<file path="src/design/ptaf_pkg.sv">
// Package for the port table allocate/find block.
// Holds the request and response item types and the sequencer state type.
// No dependencies; port_table_allocate_find imports it.
package ptaf_pkg;

	typedef enum logic {
		MODE_ALLOC = 1'b0,
		MODE_FIND  = 1'b1
	} mode_t;

	typedef enum logic [1:0] {
		ST_OK        = 2'd0,
		ST_DUPLICATE = 2'd1,
		ST_FULL      = 2'd2,
		ST_NOT_FOUND = 2'd3
	} status_t;

	typedef struct packed {
		mode_t       mode;
		logic [31:0] port_id;
		logic [7:0]  owner_thread;
	} req_t;

	typedef struct packed {
		status_t    status;
		logic [3:0] port_index;
	} rsp_t;

	typedef enum logic [1:0] {
		S_IDLE,
		S_SCAN,
		S_DECIDE
	} seq_state_t;

endpackage

</file>
<file path="src/design/ptaf_chan_if.sv">
// Valid/ready channel interface that carries one item of a given payload type.
// No dependencies; the payload type is supplied by the instantiating scope.
interface ptaf_chan_if #(
	parameter type payload_t = logic
) ();
	logic     valid;
	logic     ready;
	payload_t data;

	modport source (output valid, output data, input ready);
	modport sink (input valid, input data, output ready);
endinterface

</file>
<file path="src/design/ptaf_store.sv">
// Port entry storage: valid bits in flip-flops, owner and identifier in memories.
// Reads are registered; one write and one read per cycle. No package dependencies.
module ptaf_store #(
	parameter int PORT_COUNT = 16,
	parameter int IDENT_BITS = 32,
	parameter int OWNER_BITS = 8,
	localparam int IDX_W = (PORT_COUNT > 1) ? $clog2(PORT_COUNT) : 1
) (
	input  logic                  clk,
	input  logic                  arst_n,
	input  logic                  wr_en,
	input  logic [IDX_W-1:0]      wr_addr,
	input  logic [OWNER_BITS-1:0] wr_owner,
	input  logic [IDENT_BITS-1:0] wr_ident,
	input  logic [IDX_W-1:0]      rd_addr,
	output logic                  rd_valid,
	output logic [OWNER_BITS-1:0] rd_owner,
	output logic [IDENT_BITS-1:0] rd_ident
);

	logic [PORT_COUNT-1:0] valid_q;
	logic [OWNER_BITS-1:0] owner_mem [PORT_COUNT];
	logic [IDENT_BITS-1:0] ident_mem [PORT_COUNT];
	logic                  rd_valid_q;
	logic [OWNER_BITS-1:0] rd_owner_q;
	logic [IDENT_BITS-1:0] rd_ident_q;

	always_ff @(posedge clk or negedge arst_n) begin
		if (!arst_n) begin
			valid_q    <= '0;
			rd_valid_q <= 1'b0;
		end else begin
			if (wr_en) begin
				valid_q[wr_addr] <= 1'b1;
			end
			rd_valid_q <= valid_q[rd_addr];
		end
	end

	always_ff @(posedge clk) begin
		if (wr_en) begin
			owner_mem[wr_addr] <= wr_owner;
			ident_mem[wr_addr] <= wr_ident;
		end
		rd_owner_q <= owner_mem[rd_addr];
		rd_ident_q <= ident_mem[rd_addr];
	end

	assign rd_valid = rd_valid_q;
	assign rd_owner = rd_owner_q;
	assign rd_ident = rd_ident_q;

	// An allocation must only ever claim a free entry.
	a_write_to_free: assert property (@(posedge clk) disable iff (!arst_n)
		wr_en |-> !valid_q[wr_addr])
		else $error("write to an entry that is already in use");

endmodule

</file>
<file path="src/design/port_table_allocate_find.sv">
// Port table allocate/find. An accepted item goes from the idle (accept) state through a scan of
// every entry, through the single registered memory read port and the shared owner/identifier
// comparator, to a decide/writeback state that waits while the response register is still full.
// One item is in work at a time, so no new item is accepted until the last one leaves that state.
// The response register lets the next item be accepted while a response waits.
// Reset clears all valid bits at once, so every entry is free immediately after reset.
module port_table_allocate_find
	import ptaf_pkg::*;
#(
	parameter int PORT_COUNT = 16,
	parameter int IDENT_BITS = 32,
	parameter int OWNER_BITS = 8
) (
	input  logic        clk,
	input  logic        arst_n,
	ptaf_chan_if.sink   req,
	ptaf_chan_if.source rsp
);

	localparam int IDX_W = (PORT_COUNT > 1) ? $clog2(PORT_COUNT) : 1;
	localparam int CNT_W = $clog2(PORT_COUNT + 1);

	seq_state_t            state_q, state_d;
	mode_t                 mode_q;
	logic [OWNER_BITS-1:0] owner_q;
	logic [IDENT_BITS-1:0] ident_q;
	logic [CNT_W-1:0]      cnt_q;
	logic                  chk_s1;
	logic [IDX_W-1:0]      idx_s1;
	logic                  hit_q, free_q;
	logic [IDX_W-1:0]      hit_idx_q, free_idx_q;
	logic                  rsp_valid_q;
	rsp_t                  rsp_q, rsp_d;

	logic                  accept, load, wr_en, match, scan_end;
	logic                  rd_valid;
	logic [OWNER_BITS-1:0] rd_owner;
	logic [IDENT_BITS-1:0] rd_ident;

	ptaf_store #(
		.PORT_COUNT (PORT_COUNT),
		.IDENT_BITS (IDENT_BITS),
		.OWNER_BITS (OWNER_BITS)
	) u_store (
		.clk      (clk),
		.arst_n   (arst_n),
		.wr_en    (wr_en),
		.wr_addr  (free_idx_q),
		.wr_owner (owner_q),
		.wr_ident (ident_q),
		.rd_addr  (cnt_q[IDX_W-1:0]),
		.rd_valid (rd_valid),
		.rd_owner (rd_owner),
		.rd_ident (rd_ident)
	);

	assign req.ready = (state_q == S_IDLE);
	assign accept    = req.valid && req.ready;
	assign match     = rd_valid && (rd_owner == owner_q) && (rd_ident == ident_q);
	assign scan_end  = (cnt_q == CNT_W'(PORT_COUNT));

	always_comb begin
		state_d = state_q;
		load    = 1'b0;
		wr_en   = 1'b0;
		rsp_d   = '{status: ST_OK, port_index: '0};
		if (mode_q == MODE_ALLOC) begin
			if (hit_q) begin
				rsp_d.status = ST_DUPLICATE;
			end else if (free_q) begin
				rsp_d.port_index = 4'(free_idx_q);
			end else begin
				rsp_d.status = ST_FULL;
			end
		end else begin
			if (hit_q) begin
				rsp_d.port_index = 4'(hit_idx_q);
			end else begin
				rsp_d.status = ST_NOT_FOUND;
			end
		end
		unique case (state_q)
			S_IDLE: begin
				if (accept) begin
					state_d = S_SCAN;
				end
			end
			S_SCAN: begin
				if (scan_end) begin
					state_d = S_DECIDE;
				end
			end
			S_DECIDE: begin
				if (!rsp_valid_q || rsp.ready) begin
					load    = 1'b1;
					wr_en   = (mode_q == MODE_ALLOC) && !hit_q && free_q;
					state_d = S_IDLE;
				end
			end
			default: state_d = S_IDLE;
		endcase
	end

	always_ff @(posedge clk or negedge arst_n) begin
		if (!arst_n) begin
			state_q <= S_IDLE;
		end else begin
			state_q <= state_d;
		end
	end

	always_ff @(posedge clk or negedge arst_n) begin
		if (!arst_n) begin
			cnt_q       <= '0;
			chk_s1      <= 1'b0;
			hit_q       <= 1'b0;
			free_q      <= 1'b0;
			rsp_valid_q <= 1'b0;
		end else begin
			if (accept) begin
				cnt_q  <= '0;
				chk_s1 <= 1'b0;
				hit_q  <= 1'b0;
				free_q <= 1'b0;
			end else if (state_q == S_SCAN) begin
				chk_s1 <= !scan_end;
				if (!scan_end) begin
					cnt_q <= cnt_q + 1'b1;
				end
				if (chk_s1 && match && !hit_q) begin
					hit_q <= 1'b1;
				end
				if (chk_s1 && !rd_valid && !free_q) begin
					free_q <= 1'b1;
				end
			end
			if (load) begin
				rsp_valid_q <= 1'b1;
			end else if (rsp.ready) begin
				rsp_valid_q <= 1'b0;
			end
		end
	end

	always_ff @(posedge clk) begin
		if (accept) begin
			mode_q  <= req.data.mode;
			owner_q <= OWNER_BITS'(req.data.owner_thread);
			ident_q <= IDENT_BITS'(req.data.port_id);
		end
		if (state_q == S_SCAN) begin
			idx_s1 <= cnt_q[IDX_W-1:0];
			if (chk_s1 && match && !hit_q) begin
				hit_idx_q <= idx_s1;
			end
			if (chk_s1 && !rd_valid && !free_q) begin
				free_idx_q <= idx_s1;
			end
		end
		if (load) begin
			rsp_q <= rsp_d;
		end
	end

	assign rsp.valid = rsp_valid_q;
	assign rsp.data  = rsp_q;

	// An accepted item always starts its scan at entry zero.
	a_scan_start: assert property (@(posedge clk) disable iff (!arst_n)
		accept |=> (state_q == S_SCAN) && (cnt_q == '0) && !chk_s1)
		else $error("scan did not start at entry zero");

	// A comparison is only pending after at least one read was issued.
	a_chk_after_read: assert property (@(posedge clk) disable iff (!arst_n)
		chk_s1 |-> (state_q == S_SCAN) && (cnt_q != '0))
		else $error("comparison pending without an issued read");

	// A response that is not ok carries a zero index.
	a_index_zero: assert property (@(posedge clk) disable iff (!arst_n)
		(rsp_valid_q && (rsp_q.status != ST_OK)) |-> (rsp_q.port_index == '0))
		else $error("nonzero index on a failed request");

	// A duplicate or a find never claims an entry.
	a_no_dup_write: assert property (@(posedge clk) disable iff (!arst_n)
		wr_en |-> !hit_q && (mode_q == MODE_ALLOC))
		else $error("entry claimed for a duplicate or a find");

endmodule

</file>
<file path="src/flat_wrapper.sv">
// flat-port wrapper written by rule: the top's interface ports become plain ports
module port_table_allocate_find_flat import ptaf_pkg::*;
#(
	parameter int PORT_COUNT = 16,
	parameter int IDENT_BITS = 32,
	parameter int OWNER_BITS = 8
)
  (clk, arst_n, req_valid, req_data, req_ready, rsp_valid, rsp_data, rsp_ready);
  ptaf_chan_if #(.payload_t(req_t)) req_i ();
  ptaf_chan_if #(.payload_t(rsp_t)) rsp_i ();
  input  logic clk;
  input  logic arst_n;
  input wire logic [$bits(req_i.valid)-1:0] req_valid;
  input wire logic [$bits(req_i.data)-1:0] req_data;
  output wire logic [$bits(req_i.ready)-1:0] req_ready;
  output wire logic [$bits(rsp_i.valid)-1:0] rsp_valid;
  output wire logic [$bits(rsp_i.data)-1:0] rsp_data;
  input wire logic [$bits(rsp_i.ready)-1:0] rsp_ready;
  assign req_i.valid = req_valid;
  assign req_i.data = req_data;
  assign req_ready = req_i.ready;
  assign rsp_valid = rsp_i.valid;
  assign rsp_data = rsp_i.data;
  assign rsp_i.ready = rsp_ready;
  port_table_allocate_find #(.PORT_COUNT(PORT_COUNT), .IDENT_BITS(IDENT_BITS), .OWNER_BITS(OWNER_BITS)) u_core (.clk(clk), .arst_n(arst_n), .req(req_i), .rsp(rsp_i));
endmodule
</file>
<file path="config.mk">
export PLATFORM = sky130hd
export DESIGN_NAME = port_table_allocate_find_flat
export DESIGN_NICKNAME = d
export VERILOG_FILES = /design/src/design/ptaf_pkg.sv /design/src/design/ptaf_chan_if.sv /design/src/design/ptaf_store.sv /design/src/design/port_table_allocate_find.sv /design/src/flat_wrapper.sv
export SDC_FILE = /design/constraint.sdc
export NUM_CORES = 1
export LEC_CHECK = 0
export BUFFER_PORTS_ARGS = -buffer_cell sky130_fd_sc_hd__clkbuf_2
export CORE_MARGIN = 2
export CORE_UTILIZATION = 55
export CTS_BUF_LIST = sky130_fd_sc_hd__clkbuf_8 sky130_fd_sc_hd__clkbuf_16
export CTS_CLUSTER_DIAMETER = 120
export DETAILED_ROUTE_END_ITERATION = 8
export GPL_ROUTABILITY_DRIVEN = 0
export PLACE_DENSITY_LB_ADDON = 0.2
export SETUP_SLACK_MARGIN = 0.15
export SLEW_MARGIN = 10
export SYNTH_ARGS = -nofsm -noshare
export SYNTH_HDL_FRONTEND = slang
export SYNTH_SLANG_ARGS = --single-unit
</file>
<file path="constraint.sdc">
create_clock -name clk -period 7.9 [get_ports clk]
set_input_delay 0.395 -clock clk [delete_from_list [all_inputs] [get_ports clk]]
set_output_delay 0.395 -clock clk [all_outputs]
set_load 0.05 [all_outputs]
</file>
== Word-level counts from Yosys, hierarchy flattened ==
Memories as Yosys holds them, arrays and structs flattened. A register that Yosys moved wholly into a read port is not among the register bits.
Cells that the tools add are included.

* Logic and storage cells: 94
* Memories kept: 2
* Bits in writable memories: 640
* Output and inout port bits: 8
* Register bits: 87
* Bits of input ports: 45

{| class="wikitable"
|+ Memory list
! name !! words !! width !! read ports !! clocked after memory_dff !! wr ports !! RTL line !! text
|-
| u_core.u_store.ident_mem || 16 || 32 || 1 || 1 || 1 || ptaf_store.sv:23 || <nowiki>logic [IDENT_BITS-1:0] ident_mem [PORT_COUNT];</nowiki>
|-
| u_core.u_store.owner_mem || 16 || 8 || 1 || 1 || 1 || ptaf_store.sv:22 || <nowiki>logic [OWNER_BITS-1:0] owner_mem [PORT_COUNT];</nowiki>
|}

* Bitwise gates (word level): 2
* Eq/ne operators: 9
* Multiplexer cells: 34
* Reduce and logical (&&, ||, !) cells: 27
* $lt $le $gt $ge: 3
* Add/sub/neg operators: 1

{| class="wikitable"
|+ Operators with widths
! operator !! number
|-
| == test 32 bit || 1
|-
| two-way mux 1 bit || 18
|-
| bitwise OR 16 bit || 1
|-
| two-way mux 5 bit || 3
|-
| two-way mux 2 bit || 6
|-
| two-way mux 4 bit || 3
|-
| logical AND 1 bit || 10
|-
| < comparator 4 x 5 -> 1 bit (second input constant) || 2
|-
| AND reduction 2 bit || 5
|-
| == test 8 bit || 1
|-
| nonzero test 2 bit || 4
|-
| two-way mux 6 bit || 1
|-
| != test 2 x 1 -> 1 bit (second input constant) || 3
|-
| case mux 2 bit (3 select lines) || 1
|-
| adder 5 x 1 -> 5 bit (second input constant) || 1
|-
| == test 5 bit (second input constant) || 1
|-
| logical NOT 1 bit || 5
|-
| binary-select mux 1 bit (select 4 bit) || 1
|-
| demux 1 bit (select 4 bit) || 1
|-
| >= comparator 4 x 1 -> 1 bit (second input constant) || 1
|-
| AND reduction 3 bit || 1
|-
| == test 2 x 1 -> 1 bit (second input constant) || 1
|-
| == test 2 bit (second input constant) || 1
|-
| logical NOT 2 bit || 1
|-
| 3 further kinds || 3
|}

== Longest topological paths before layout ==
Gate-level depths: netlist of the first run.

* Word-level depth: 8
* Depth in mapped cells: 9
* Depth with buffers taken out: 6

== Cells and area by module ==
A second synthesis of the first run with hierarchy kept.

* Cell total of the unflattened synthesis: 1,267
* Area total of the unflattened synthesis: 28,275.9 um^2

{| class="wikitable"
|+ By module, submodules not included
! module !! instances !! cells an instance !! seq. area each (um^2) !! area an instance (um^2)
|-
| ptaf_store || 1 || 1,082 || 20,444.6 || 25,400.6
|-
| port_table_allocate_find || 1 || 185 || 2,047.0 || 2,875.3
|}

== Worst setup path after synthesis of the first run ==
OpenSTA, ideal clock, no wires.

* Kind: reg2reg
* From: register u_core.rsp_valid_q, in the netlist u_core.rsp.valid
* To: memory u_core.u_store.ident_mem[0][0] (enable)
* Data required time: 7.463 ns
* Buffers on the path: 1
* Cell stages (with the launch flop): 6
* Path slack: 4.409 ns
* Setup time: 0.437 ns
* Arrival: 3.053 ns
* Period minus slack after synthesis: 3.491 ns
* Path through: dfrtp_1 -> nor2b_1 -> nor4_1 -> nand2b_1 -> clkbuf_1 -> nor2_1

* Longest elaborated chain between the ends: 6

{| class="wikitable"
|+ RTL lines
! what !! RTL line !! text
|-
| from (decl) || port_table_allocate_find.sv:32 || <nowiki>logic rsp_valid_q;</nowiki>
|-
| from (signal assigned) || port_table_allocate_find.sv:118 || <nowiki>rsp_valid_q <= 1'b0;</nowiki>
|-
| from (signal assigned) || port_table_allocate_find.sv:138 || <nowiki>rsp_valid_q <= 1'b1;</nowiki>
|-
| from (signal assigned) || port_table_allocate_find.sv:140 || <nowiki>rsp_valid_q <= 1'b0;</nowiki>
|-
| logical NOT 1 bit || port_table_allocate_find.sv:94 || <nowiki>if (!rsp_valid_q || rsp.ready) begin</nowiki>
|-
| logical OR 1 bit || port_table_allocate_find.sv:94 ||
|-
| two-way mux 1 bit || port_table_allocate_find.sv:94 ||
|-
| two-way mux 1 bit || port_table_allocate_find.sv:82 || <nowiki>unique case (state_q)</nowiki>
|-
| two-way mux 1 bit || ptaf_store.sv:41 || <nowiki>if (wr_en) begin</nowiki>
|-
| two-way mux 1 bit (implied by the code) || ptaf_store.sv:43 || <nowiki>ident_mem[wr_addr] <= wr_ident;</nowiki>
|-
| to (decl) || ptaf_store.sv:23 ||
|}

Every way passes these cells.

==> flow_summary.json, run 1 <==
{
  "status": "completed",
  "slew_headroom_pct": 23.16,
  "ys.warnings.count": 0,
  "nFillCells": 3409,
  "tns_ns": 0,
  "cts_buffers": 77,
  "maxCapViolCount": 0,
  "clock_latency_ns": 0.60,
  "ios": 53,
  "synth_cells": 1182,
  "yosys.area.top_type": "edfxtp_1",
  "ys.flop_type": "edfxtp_1",
  "end_kind": "register",
  "synth-seq-cells": 767,
  "wl_um": 58510,
  "die_h_um": 231.9,
  "power.density_mw_per_mm2": 323.1,
  "synth.distinct_cells": 33,
  "reg2reg_from": "u_core.cnt_q[0]$_DFFE_PN0P_",
  "async_reset_ff_share_pct": 3.651,
  "setup_viol": 0,
  "first_iter_violations": 1287,
  "fmax_ghz": 0.2901,
  "hp-start": "req_data[29]",
  "synth_area_mm2": 0.02858,
  "avgRoutedWirePerCell_um": 28.40,
  "first_pass_iters": 5,
  "grt_use_total_pct": 22.68,
  "path_cells": "buf_12, buf_4, mux4_1, mux4_2",
  "regArea_mm2": 0.02250,
  "post_layout_nonfiller_instances": 2060,
  "port_buffers": 52,
  "die_w_um": 231.9,
  "hold_viol": 0,
  "final_nets": 1369,
  "core-area_mm2": 0.05130,
  "cts.sinks": 767,
  "antenna_found_initial": 0,
  "synthTopCellsByArea": "edfxtp_1 (73%), mux4_2 (15%), dfxtp_1 (2.8%), dfrtp_1 (2.5%), mux4_1 (1.8%)",
  "cts_resized": 0,
  "startpoint": "u_core.cnt_q[0]$_DFFE_PN0P_",
  "cts_tree": "done",
  "grt_pass1_vias": 12897,
  "start_util_pct": 55.70,
  "vias": 12528,
  "syn_to_final_growth_pct": 13.76,
  "path_max_fanout": 115,
  "slew_violations": 0,
  "hp-class": "in -> reg",
  "root_buffer": "clkbuf_16",
  "cp-start-kind": "register",
  "cp_slowest_cell": "buf_4",
  "post_dp_cell_area_mm2": 0.02963,
  "slowest_delay_ns": 0.81,
  "dpl.hpwl_um": 27000,
  "ys_seq_area_share_pct": 78.71,
  "clock_tree.htree_level_count": 3,
  "clk_pin_slew_ns": 0.06,
  "synthDominantCellAreaShare_pct": 73.45,
  "rsz0062_at_grt": "no",
  "tightest_slew_ns": 1.142,
  "route.detailed.drc": 0,
  "cts_buffer_depth": 3,
  "grt_first_pass_wirelength_um": 86120,
  "worstPathArrival_ns": 3.92,
  "crit_type": "reg -> reg",
  "multi_input_area_mm2": 0.005797,
  "synth_edf_count": 699,
  "ant_nets": 0,
  "vias_per_cell": 6.082,
  "rows": 83,
  "required_ns": 8.37,
  "ir_drop_mv": 0.2799,
  "num_antenna_cells": 0,
  "dp.cells": 1884,
  "synth_area_per_cell_um2": 24.18,
  "syn-num-nets": 1230,
  "dieArea_mm2": 0.05380,
  "holdWs_ns": 0.01811,
  "post-route-period-util_pct": 43.64,
  "power_uw": 10500,
  "overflow": 0,
  "grt_max_degree": 116,
  "drive_above_1_share_pct": 28.04,
  "finClkSkew_ns": 0.01263,
  "period_needed_ns": 3.448,
  "final_area_mm2": 0.03251,
  "p_leak_uw": 0.01051
}
[repair_timing]
action	CTS	global route
hold endpoints to repair	65	0
hold buffers	38	0
setup endpoints to repair	0	0
setup buffers	0	0
[Yosys cell counts (3+ instances only)]
| master | instances |
|---|---|
| nand4_1 | 5 |
| clkbuf_1 | 15 |
| nand2_1 | 14 |
| inv_1 | 6 |
| nand2b_1 | 6 |
| o21ai_0 | 5 |
| dfrtp_1 | 28 |
| nor4_1 | 12 |
| buf_1 | 16 |
| edfxtp_1 | 699 |
| mux4_1 | 20 |
| nor3_1 | 3 |
| o21bai_1 | 16 |
| xor2_1 | 42 |
| mux4_2 | 185 |
| buf_6 | 11 |
| buf_12 | 5 |
| ha_1 | 3 |
| dfxtp_1 | 40 |
| nor2_1 | 22 |
| buf_2 | 6 |
| nand3_1 | 8 |
[power by group]
part           internal [uW]  switching [uW]  total, uW
sequential              4690             230       4920
clock                   2130            1440       3570
combinational           1100             919       2010
total                   7910            2590      10500
[placed cells by master (no fill, tap or decap), types with 14 or more instances in the layout]
cell,Yosys,final
mux4_1,20,20
edfxtp_1,699,699
buf_4,0,23
nand2_1,14,14
mux4_2,185,185
nor2_4,0,16
clkbuf_16,0,81
dlygate4sd3_1,0,38
dfxtp_1,40,40
o21bai_1,16,16
xor2_1,42,42
clkinv_1,0,14
clkbuf_2,0,52
dfrtp_1,28,24
inv_1,6,25
[metrics by stage]
| step | utilization [%] | setup slack (ns) |
|---|---|---|
| after global placement | 57.75 | 4.371 |
| after CTS | 63.37 | 4.344 |
| final | 63.37 | 4.452 |
| after detailed placement | 57.75 | 4.342 |
| after floorplan | - | 4.409 |
| after global routing | 63.37 | 4.151 |
[per-layer routing]
layer | track usage (%) | routed length, um
met1 | 32.13 | 24630
met2 | 36.76 | 29180
met3 | 3.696 | 3348
met4 | 7.232 | 1352
met5 | 0 | 0
[flip-flops by register name (all words and copies together), names as in the netlist, 5 cells and up]
register                  cells
u_core.cnt_q                  5
u_core.ident_q               32
u_core.u_store.valid_q       16
u_core.u_store.rd_owner       8
u_core.u_store.owner_mem    128
u_core.owner_q                8
u_core.rsp.data               6
u_core.u_store.ident_mem    512
u_core.u_store.rd_ident      32
[path summary, 6_finish.rpt]
| check | endpoint | slack, ns | cells past startpoint |
|---|---|---|---|
| max in group asynchronous | u_core.cnt_q[0]$_DFFE_PN0P_ | 6.95 | 2 |
| min in group asynchronous | u_core.free_q$_DFFE_PN0P_ | 0.39 | 2 |
| max reg2reg | u_core.u_store.rd_ident[28]$_DFF_P_ | 4.45 | 4 |
| min reg2reg | u_core.hit_idx_q[1]$_DFFE_PP_ | 0.46 | 0 |
| min | u_core.ident_q[21]$_DFFE_PP_ | 0.02 | 1 |
| max | u_core.u_store.rd_ident[28]$_DFF_P_ | 4.45 | 4 |
[cell type report]
cell class	instances	share of cell area, %
Clock buffer	87	6.489
Clock inverter	51	1.201
Multi-Input combinational cell	355	17.83
Inverter	6	0.06928
Sequential cell	767	69.23
Tap cell	680	2.617
Timing Repair Buffer	114	2.563
[worst max-delay path, delay by kind of cell, from the launching register on]
family                 cells  cell delay, ns
muxes                      2            1.12
DFF                        1            0.54
buffers and inverters      2            1.49
[cells by family (layout without fill, tap and decap cells)]
logic type                 count (synthesis)  after routing  synth area share, %
AOI/OAI and AO/OA                         26             26               0.6174
buffers and inverters                     60            258                1.427
DFF                                      767            767                78.71
adders and majority gates                  3              3               0.1314
and+or+nand+nor                           77             77                1.349
xor gates and xnor gates                  44             44                1.349
muxes                                    205            205                16.42
Power figures use the tool's default switching activity.
==> run 2, diff against run 1 <==
clock period = 3.45 ns   (was 7.9 ns; I/O delays follow)
==> flow_summary.json, run 2 (synthesis gave the netlist of run 1 again) <==
{
  "syn_to_final_growth_pct": 15.83,
  "final_cell_mix": "edfxtp_1 (699), mux4_2 (185), clkbuf_16 (81)",
  "required_ns": 3.76,
  "num_antenna_cells": 0,
  "die_h_um": 231.9,
  "power.density_mw_per_mm2": 742.3,
  "hold_viol": 0,
  "slowest_delay_ns": 0.89,
  "fin_util_pct": 64.52,
  "slew_headroom_pct": 32.09,
  "cts.sinks": 767,
  "status": "completed",
  "met3_usage_pct": 4.113,
  "ir_drop_mv": 0.3893,
  "overflow": 0,
  "reg2reg_from": "u_core.ident_q[13]$_DFFE_PP_",
  "dieArea_mm2": 0.05380,
  "path_max_fanout": 17,
  "top_regs": "u_core.u_store.ident_mem: 512 flops, u_core.u_store.owner_mem: 128 flops",
  "path_cells": "xor2_1, nor4_1, nand3_1, nor4_1, buf_4",
  "die_w_um": 231.9,
  "cts_buffers": 77,
  "route.detailed.drc": 0,
  "grt_first_pass_wirelength_um": 86970,
  "power_uw": 24570,
  "vias_per_cell": 6.031,
  "clock_latency_ns": 0.60,
  "clk_pin_slew_ns": 0.06,
  "ios": 53,
  "grt_max_degree": 46,
  "cp_slowest_cell": "nor4_1",
  "period_needed_ns": 3.009,
  "postCtsSetupBuffers": 0,
  "grt_pass1_vias": 13132,
  "first_iter_violations": 1376,
  "finClkSkew_ns": 0.01088,
  "rows": 83,
  "clock_tree.htree_level_count": 3,
  "use_met2_pct": 36.28,
  "fmax_ghz": 0.3324,
  "avgRoutedWirePerCell_um": 27.82,
  "top_register": "u_core.u_store.ident_mem",
  "worstPathArrival_ns": 3.32,
  "hp-class": "in -> async",
  "tightest_slew_ns": 1.009,
  "drive_above_1_share_pct": 29.75,
  "cp-start-kind": "register",
  "final_area_mm2": 0.03310,
  "cts_buffer_depth": 3,
  "cts_resized": 0,
  "slew_violations": 0,
  "final_common_cell": "edfxtp_1",
  "r2r_cells": 5,
  "crit_type": "reg -> reg",
  "grt.busiest_layer": "met2",
  "p_leak_uw": 0.01078,
  "grt_use_total_pct": 22.69,
  "root_buffer": "clkbuf_16",
  "rsz0062_at_grt": "no",
  "first_pass_iters": 5,
  "antenna_found_initial": 0,
  "met1_usage_pct": 32.46,
  "maxCapViolCount": 0,
  "final_nets": 1409,
  "r2r_slack_ns": 0.44,
  "end_kind": "register",
  "cts_tree": "done",
  "post_dp_cell_area_mm2": 0.03013,
  "ant_nets": 0,
  "post-route-period-util_pct": 87.21,
  "wl_um": 58480,
  "start_util_pct": 55.70,
  "core-area_mm2": 0.05130,
  "largest_reg_flops": 512,
  "r2r_end": "u_core.hit_idx_q[0]$_DFFE_PP_",
  "cp_common_cell": "nor4_1",
  "vias": 12678,
  "setup_viol": 0,
  "port_buffers": 52,
  "dpl.hpwl_um": 31400
}
-- run 2: changes by cell type in the layout (fill, tap and decap cells not counted), sizes merged --
cell / previous run / this run
bufinv: 7 / 8
clkinvlp: 1 / 3
buf: 24 / 58
clkbuf: 139 / 137
inv: 26 / 27
dlygate4sd3: 38 / 44
-- run 2: metal layers --
metal  vias to the layer above  share of wire (%)  wire (um)
li1                       5372                  -          -
met2                       428                 49      28730
met5                         -                  0          0
met4                         0                2.2       1296
met3                       100                6.4       3716
met1                      6778                 42      24730
-- run 2: repair_timing --
| item | in CTS | in global routing |
|---|---|---|
| setup endpoints to repair | 0 | 0 |
| hold buffers | 44 | 0 |
| hold endpoints to repair | 73 | 0 |
-- run 2: how the worst max path moves through the flow --
stage                     cells after the start                                        to                         start  slack [ns]
after floorplan                               5  u_core.u_store.ident_mem[0][0]$_DFFE_PP_  u_core.rsp.valid$_DFFE_PN0P_       -0.04
after global placement                        5             u_core.hit_idx_q[1]$_DFFE_PP_  u_core.ident_q[13]$_DFFE_PP_        0.46
after detailed placement                      5             u_core.hit_idx_q[1]$_DFFE_PP_  u_core.ident_q[13]$_DFFE_PP_        0.44
after CTS                                     5             u_core.hit_idx_q[0]$_DFFE_PP_  u_core.ident_q[13]$_DFFE_PP_        0.43
after global routing                          5             u_core.hit_idx_q[0]$_DFFE_PP_  u_core.ident_q[23]$_DFFE_PP_        0.30
final                                         5             u_core.hit_idx_q[0]$_DFFE_PP_  u_core.ident_q[13]$_DFFE_PP_        0.44
-- run 2: layout make-up --
| cell class | instances | area [um^2] |
|---|---|---|
| Inverter | 6 | 22.52 |
| Fill cell | 3298 | 18200 |
| Sequential cell | 767 | 22500 |
| Timing Repair Buffer | 154 | 1399 |
| Clock inverter | 55 | 444.2 |
| Clock buffer | 85 | 2082 |
| Multi-Input combinational cell | 355 | 5797 |
| Tap cell | 680 | 850.8 |
-- run 2: critical path: cells and delay by family (launching register included) --
| family | cells | cell delay [ns] |
|---|---|---|
| and+or+nand+nor | 3 | 1.63 |
| DFF | 1 | 0.64 |
| buffers and inverters | 1 | 0.19 |
| xor gates and xnor gates | 1 | 0.26 |
-- run 2: metrics by stage --
stage | hold slack [ns] | setup TNS, ns | setup WS, ns | std cells
2_1_floorplan | -0.1231 | -10.28 | -0.04068 | 1182
3_3_place_gp | 0.2536 | 0 | 0.4619 | 1918
3_5_place_dp | 0.2647 | 0 | 0.4380 | 1918
4_1_cts | 0.1567 | 0 | 0.4310 | 2102
5_1_grt | 0.2272 | 0 | 0.3017 | 2102
6_report | 0.1781 | 0 | 0.4412 | 2102
-- run 2: power by group --
part | switching, uW | internal (uW) | leakage [uW] | total (uW)
combinational | 2200 | 2740 | 0.00250 | 4940
clock | 3350 | 4910 | 0.00131 | 8260
sequential | 635 | 10700 | 0.00698 | 11400
==> run 3, diff against run 2 <==
--- a/config.mk
+++ b/config.mk
@@ -14,2 +14,3 @@
 export GPL_ROUTABILITY_DRIVEN = 0
+export HOLD_SLACK_MARGIN = 0.08
 export PLACE_DENSITY_LB_ADDON = 0.2
==> constraint.sdc (replaced) <==
create_clock -name clk -period 3.45 [get_ports clk]
set_input_delay 0.69 -clock clk [delete_from_list [all_inputs] [get_ports clk]]
set_output_delay 0.69 -clock clk [all_outputs]
set_load 0.05 [all_outputs]
==> flow_summary.json, run 3 (synthesis gave the netlist of run 1 again) <==
{
  "r2r_cells": 5,
  "power_uw": 24280,
  "path_cells": "xor2_1, nor4_1, nand4_1, nor4_1, buf_4",
  "overflow": 0,
  "worst_slack_ns": 0.7451,
  "wl_um": 57510,
  "final_area_mm2": 0.03251,
  "finClkSkew_ns": 0.02494,
  "hold_viol": 0,
  "grt_max_degree": 55,
  "clock_tree.htree_level_count": 3,
  "power.density_mw_per_mm2": 746.9,
  "post-route-period-util_pct": 78.40,
  "status": "completed",
  "final_cell_mix": "edfxtp_1 (699), mux4_2 (185), clkbuf_16 (79)",
  "crit_type": "reg -> reg",
  "port_buffers": 52,
  "top_register": "u_core.u_store.ident_mem",
  "grt_use_total_pct": 22.39,
  "post_layout_nonfiller_instances": 2060,
  "antenna_found_initial": 0,
  "use_met2_pct": 36.24,
  "path_buf_inv": 1,
  "preCtsSetupSlack_ns": 0.7265,
  "cts_tree": "done",
  "tightest_slew_ns": 0.8660,
  "path_max_fanout": 17,
  "slew_violations": 0,
  "cts_hold_buf": 0,
  "grt.busiest_layer": "met2",
  "met3_usage_pct": 3.561,
  "fin_util_pct": 63.37,
  "critPathTopFamily": "simple AND/OR/NAND/NOR gates",
  "cp_common_cell": "nor4_1",
  "start_util_pct": 55.70,
  "dpl.hpwl_um": 32960,
  "ios": 53,
  "dp.cells": 1921,
  "dieArea_mm2": 0.05380,
  "fmax_ghz": 0.3697,
  "clk_pin_slew_ns": 0.06,
  "num_antenna_cells": 0,
  "required_ns": 3.78,
  "maxCapViolCount": 0,
  "rows": 83,
  "first_pass_iters": 5,
  "root_buffer": "clkbuf_16",
  "cp-start-kind": "register",
  "slew_headroom_pct": 41.74,
  "cts_resized": 0,
  "setup_viol": 0,
  "grt_first_pass_wirelength_um": 86350,
  "core-area_mm2": 0.05130,
  "drive_above_1_share_pct": 30.29,
  "route.detailed.drc": 0,
  "final_common_cell": "edfxtp_1",
  "syn_to_final_growth_pct": 13.77,
  "final_nets": 1368,
  "cp_slowest_cell": "nor4_1",
  "postCtsSetupBuffers": 0,
  "die_w_um": 231.9,
  "cp_num_cells": 5,
  "hp-class": "in -> async",
  "p_leak_uw": 0.01057,
  "vias": 12574,
  "cts_buffer_depth": 3,
  "period_needed_ns": 2.705,
  "end_kind": "register",
  "cts.sinks": 767,
  "post_dp_cell_area_mm2": 0.03009,
  "rsz0062_at_grt": "no",
  "avgRoutedWirePerCell_um": 27.92,
  "first_iter_violations": 1285,
  "worstPathArrival_ns": 3.03,
  "clock_latency_ns": 0.61,
  "top_regs": "u_core.u_store.ident_mem: 512 flops, u_core.u_store.owner_mem: 128 flops",
  "largest_reg_flops": 512,
  "grt_pass1_vias": 13087,
  "ant_nets": 0,
  "met1_usage_pct": 32.04,
  "ir_drop_mv": 0.4723,
  "die_h_um": 231.9,
  "cts_buffers": 77,
  "slowest_delay_ns": 0.75,
  "vias_per_cell": 6.104
}
[run 3: cell count changes in the layout (fill, tap and decap cells not counted), sizes merged]
cell         change
bufinv           -2
inv              +8
clkinvlp         -1
clkinv           -3
buf              +3
dlygate4sd3     -44
clkbuf           -3
[run 3: report_power, final]
part           switching (uW)  internal (uW)  leakage [uW]  total (uW)
combinational            2330           2660       0.00231        4990
clock                    3300           4650       0.00128        7950
sequential                608          10700       0.00698       11300
[run 3: layout make-up]
| cell class | instances | area [um^2] |
|---|---|---|
| Tap cell | 680 | 850.8 |
| Sequential cell | 767 | 22500 |
| Fill cell | 3410 | 18790 |
| Clock inverter | 57 | 399.1 |
| Multi-Input combinational cell | 355 | 5797 |
| Clock buffer | 82 | 2018 |
| Inverter | 6 | 22.52 |
| Timing Repair Buffer | 113 | 918.4 |
[run 3: through the flow]
stage / setup TNS (ns) / hold WS (ns)
after global routing: 0 / 0.1758
after floorplan: -10.28 / 0.3944
after detailed placement: 0 / 0.4441
after global placement: 0 / 0.4274
after CTS: 0 / 0.1327
final: 0 / 0.1260
[run 3: path summary, 6_finish.rpt]
kind	start	end	slack, ns
worst max-delay path	u_core.ident_q[21]$_DFFE_PP_	u_core.hit_idx_q[2]$_DFFE_PP_	0.75
worst min-delay path	arst_n	u_core.chk_s1$_DFFE_PN0P_	0.13
worst max register to register	u_core.ident_q[21]$_DFFE_PP_	u_core.hit_idx_q[2]$_DFFE_PP_	0.75
worst min register to register	u_core.idx_s1[1]$_DFFE_PP_	u_core.hit_idx_q[1]$_DFFE_PP_	0.46
max in group asynchronous	arst_n	u_core.cnt_q[2]$_DFFE_PN0P_	2.78
min in group clk	req_data[8]	u_core.ident_q[0]$_DFFE_PP_	0.26
[run 3: layer usage]
layer,share of wire [%],routed length [um]
met5,0,0
met3,5.6,3210
met4,2.1,1231
met2,50,28730
met1,42,24340
[run 3: worst reg2reg max path: cells and delay by family, from the launching register on]
kind / cells / cell delay, ns
simple gates: 3 / 1.34
xor+xnor: 1 / 0.29
buf+inv: 1 / 0.18
flops: 1 / 0.61
